## src/hw/rtl/lpc_pkg.sv

```systemverilog
// ---------------------------------------------------------------------------
// lpc_pkg
// Shared types for the LRU page cache: transfer payloads and control bundle.
// ---------------------------------------------------------------------------
package lpc_pkg;

  localparam int CFG_BITS    = 7;
  localparam int CNT_BITS    = 32;
  localparam int NUM_CNT     = 8;
  localparam logic [CFG_BITS-1:0] CAP_RESET = 7'd64;

  localparam int CNT_HIT      = 0;
  localparam int CNT_REQ      = 1;
  localparam int CNT_WB_ADMIT = 2;
  localparam int CNT_WB_EVICT = 3;
  localparam int CNT_WT_ADMIT = 4;
  localparam int CNT_WT_EVICT = 5;
  localparam int CNT_RD       = 6;
  localparam int CNT_WR       = 7;

  localparam logic MODE_READ = 1'b1;

  typedef struct packed {
    logic [31:0] page_number;
    logic        mode;
  } in_t;

  typedef struct packed {
    logic        hit;
    logic        evicted_valid;
    logic [31:0] evicted_page;
    logic        evicted_dirty;
    logic [31:0] hit_total;
    logic [31:0] request_total;
    logic [31:0] wb_admit_total;
    logic [31:0] wb_evict_total;
    logic [31:0] wt_admit_total;
    logic [31:0] wt_evict_total;
    logic [31:0] cache_read_total;
    logic [31:0] cache_write_total;
  } out_t;

  typedef struct packed {
    logic load;
    logic lookup;
    logic update;
  } cmd_t;

  function automatic logic [CNT_BITS-1:0] sat_inc(input logic [CNT_BITS-1:0] v,
                                                  input logic en);
    sat_inc = (en && (v != {CNT_BITS{1'b1}})) ? v + 1'b1 : v;
  endfunction

endpackage

```

## src/hw/rtl/lpc_ctrl.sv

```systemverilog
// ---------------------------------------------------------------------------
// lpc_ctrl
// Sequencer: capture, lookup, update; one access in flight at a time.
// ---------------------------------------------------------------------------
module lpc_ctrl (
  input  logic          clk,
  input  logic          rst,
  input  logic          start,
  output logic          busy,
  output lpc_pkg::cmd_t cmd
);
  import lpc_pkg::*;

  typedef enum logic [1:0] {S_IDLE, S_LOOKUP, S_UPDATE} state_t;

  state_t state;

  always_ff @(posedge clk) begin
    if (rst) begin
      state <= S_IDLE;
      busy  <= 1'b0;
    end else begin
      case (state)
        S_IDLE: begin
          if (start) begin
            state <= S_LOOKUP;
            busy  <= 1'b1;
          end
        end
        S_LOOKUP: state <= S_UPDATE;
        S_UPDATE: begin
          state <= S_IDLE;
          busy  <= 1'b0;
        end
        default: begin
          state <= S_IDLE;
          busy  <= 1'b0;
        end
      endcase
    end
  end

  assign cmd.load   = (state == S_IDLE) && start && !busy;
  assign cmd.lookup = (state == S_LOOKUP);
  assign cmd.update = (state == S_UPDATE);

endmodule

```

## config.mk

```make
export PLATFORM = sky130hd
export DESIGN_NAME = lpc_ctrl
export DESIGN_NICKNAME = d
export VERILOG_FILES = /design/src/hw/rtl/lpc_pkg.sv /design/src/hw/rtl/lpc_ctrl.sv
export SDC_FILE = /design/constraint.sdc
export NUM_CORES = 1
export LEC_CHECK = 0
export BUFFER_PORTS_ARGS = -buffer_cell sky130_fd_sc_hd__buf_2
export CORE_AREA = 5 5 42 44
export DETAILED_ROUTE_END_ITERATION = 6
export DIE_AREA = 0 0 47 49
export SYNTH_ARGS = -nofsm -noshare
export SYNTH_HDL_FRONTEND = slang
export SYNTH_SLANG_ARGS = --single-unit
```

## constraint.sdc

```tcl
create_clock -name clk -period 0.8 [get_ports clk]
set_input_delay 0.08 -clock clk [delete_from_list [all_inputs] [get_ports clk]]
set_output_delay 0.08 -clock clk [all_outputs]
set_load 0.005 [all_outputs]
```

==> out/qor.csv <==
metric,value,unit
post-layout util,15.54,%
Die Height,49,um
worst rel slew slack,88.97,%
fraction of layout cells with a size suffix above 1,77.27,%
Finish-stage setup viols,4,
failing checks,negative setup slack,
synthesized flop and latch total,3,
synthesized area,122.6,um2
crit path buf inv count,1,
GR Overflow Total,0,
first-pass GRT wire length,441,um
hold endpoint,busy$_SDFFE_PP0P_,
DRT Pass-1 Iters,1,
largest net degree at the start of global routing,7,
GRT Overall Usage,3.378,%
I/O Buffers,6,
worst hold slack,0.04375,ns
CTS Buffer Depth,2,
CTS tree,built,
RSZ-0062 raised after global routing,true,
hold wc startpoint,rst,
CTS HTree Levels,1,
Routed Antenna Nets,0,
die area,2303,um2
antenna cells,0,
pre-CTS WS,0.01687,ns
r2r setup slk,-0.02,ns
Reg2Reg Depth,3,
Max Freq,1037,MHz
"critical path, cell by cell",and2b_2 -> buf_2,
number of buffers created by CTS,3,
Critical Path Sink Type,output pin,
row count,14,
final hold vios,0,
Hold Path Cell Cnt,2,
hold_buf cts,0,
"area leader, netlist",dfxtp_1,
crit path kind,reg -> out,
Mapped Cells,11,
CP max FO,6,
Yosys Warn Count,0,
clk slew on worst S/H paths,0.04,ns
DP HPWL,204,um
post-synth net total,14,
clock latency on the worst-skew pair,0.23,ns
drt total wl,278,um
vias,113,
P_leak,0.1002,nW
maxcap violations,0,
worst r2r src,state[0]$_SDFFE_PP0P_,
CP max stage delay,0.35,ns
clock sink count,3,
CP startpoint kind,flip-flop,
VDD IR max,0.3328,mV
final cycle utilization of the critical path,120.6,%
Cell Count Post-Placement,33,
"CP delay by family, top",flip-flops,
Root Buffer,clkbuf_4,
DRC violations left,0,
vias in the first global route,118,
status,finished with violations,
Syn Area/Cell,11.15,um2
Synth top area share,48.98,%
Synth area leaders,"dfxtp_1 49%, nand2b_4 11%, a211oi_2 10%, nor3_1 8.2%, and2b_2 7.1%",
Max Slew Vio Count,0,
DR iter-0 viols,0,
total power,0.4886,mW
Least-Margin Pin Slew,0.1651,ns
die width,47,um
antenna violations before repair,0,
filler-free cell count of the finished design,38,
PD cells,2244,nW/um2
CP max-delay cell,dfxtp_4,
"Seq/Total Area, Yosys",48.98,%
setup ws final,-0.1646,ns
worst min-delay path category,in -> reg,
Layout Skew,0.001046,ns
Syn-to-layout area delta,77.55,%
CP arrival,0.88,ns
reg2reg end,busy$_SDFFE_PP0P_,
minimum clock period,0.9646,ns
nets,26,
initial core utilization,8.750,%
total core area,1401,um2
number of library cell types mapped by synthesis,8,
"Req. time, crit path",0.72,ns
vias per std cell,2.974,
# IOs,7,
GP Congestion,0.6521,
Wirelength per Cell,7.316,um
==> cell usage in the layout, fill, tap and decap left out <==
master / netlist / layout
nor3b_1: 1 / 1
clkbuf_4: 0 / 3
nand2b_4: 1 / 1
clkbuf_1: 0 / 1
inv_1: 1 / 1
buf_2: 0 / 6
buf_4: 0 / 1
a211oi_2: 1 / 1
nor2b_1: 1 / 1
nor3_2: 0 / 1
nor3_1: 2 / 1
dfxtp_2: 0 / 2
dfxtp_4: 0 / 1
and2b_2: 1 / 1
==> layout make-up <==
type | count | area (um2)
Fill cell | 169 | 1184
Sequential cell | 3 | 66.31
Multi-Input combinational cell | 7 | 63.81
Timing Repair Buffer | 7 | 37.54
Clock buffer | 4 | 26.28
Tap cell | 16 | 20.02
Inverter | 1 | 3.754
==> timing repair <==
action,CTS,global route
cloned,0,0
setup endpoints to repair,3,5
setup buffers,1,0
resized for setup,5,0
pin swaps,1,0
==> layer usage <==
metal / share of wire (%) / track usage [%]
met1: 32 / 1.974
met2: 48 / 4.072
met3: 19 / 4.428
met4: 0 / 4.147
met5: 0 / 0
==> synthesized netlist by cell type, drive strengths merged <==
cell type  n
dfxtp      3
nor3       2
a211oi     1
and2b      1
inv        1
nand2b     1
nor2b      1
nor3b      1
==> per-stage QoR <==
stage | area, um2 | TNS [ns]
after floorplan | 122.6 | 0
after global placement | 172.7 | 0
after detailed placement | 172.7 | 0
after CTS | 217.7 | -0.4696
after global routing | 217.7 | -0.6132
final | 217.7 | -0.4143
==> flip-flops by register name (all words and copies together), names as in the netlist <==
register	flops
busy	1
state	2
==> cell families (layout without fill, tap and decap cells) <==
group / after synthesis / in the layout / share of synthesized area, %
AO/OA/AOI/OAI: 1 / 1 / 10.20
buffers and inverters: 1 / 12 / 3.058
flip-flops: 3 / 3 / 48.98
AND/OR/NAND/NOR: 6 / 6 / 37.76
==> how the worst max path moves through the flow <==
stage / startpoint / endpoint / cells after the start
floorplan: state[0]$_SDFFE_PP0P_ / busy$_SDFFE_PP0P_ / 2
global placement: state[0]$_SDFFE_PP0P_ / cmd[2] / 3
detailed placement: state[0]$_SDFFE_PP0P_ / cmd[2] / 3
CTS: state[0]$_SDFFE_PP0P_ / cmd[2] / 3
global route: state[0]$_SDFFE_PP0P_ / cmd[2] / 3
finish: state[1]$_SDFFE_PP0P_ / cmd[0] / 2
==> where the power goes <==
part / internal [mW] / total, mW / switching, mW
sequential: 0.160 / 0.170 / 0.00977
combinational: 0.0338 / 0.0548 / 0.0210
clock: 0.187 / 0.264 / 0.0772
total: 0.381 / 0.489 / 0.108
(Power assumes the default switching activity.)
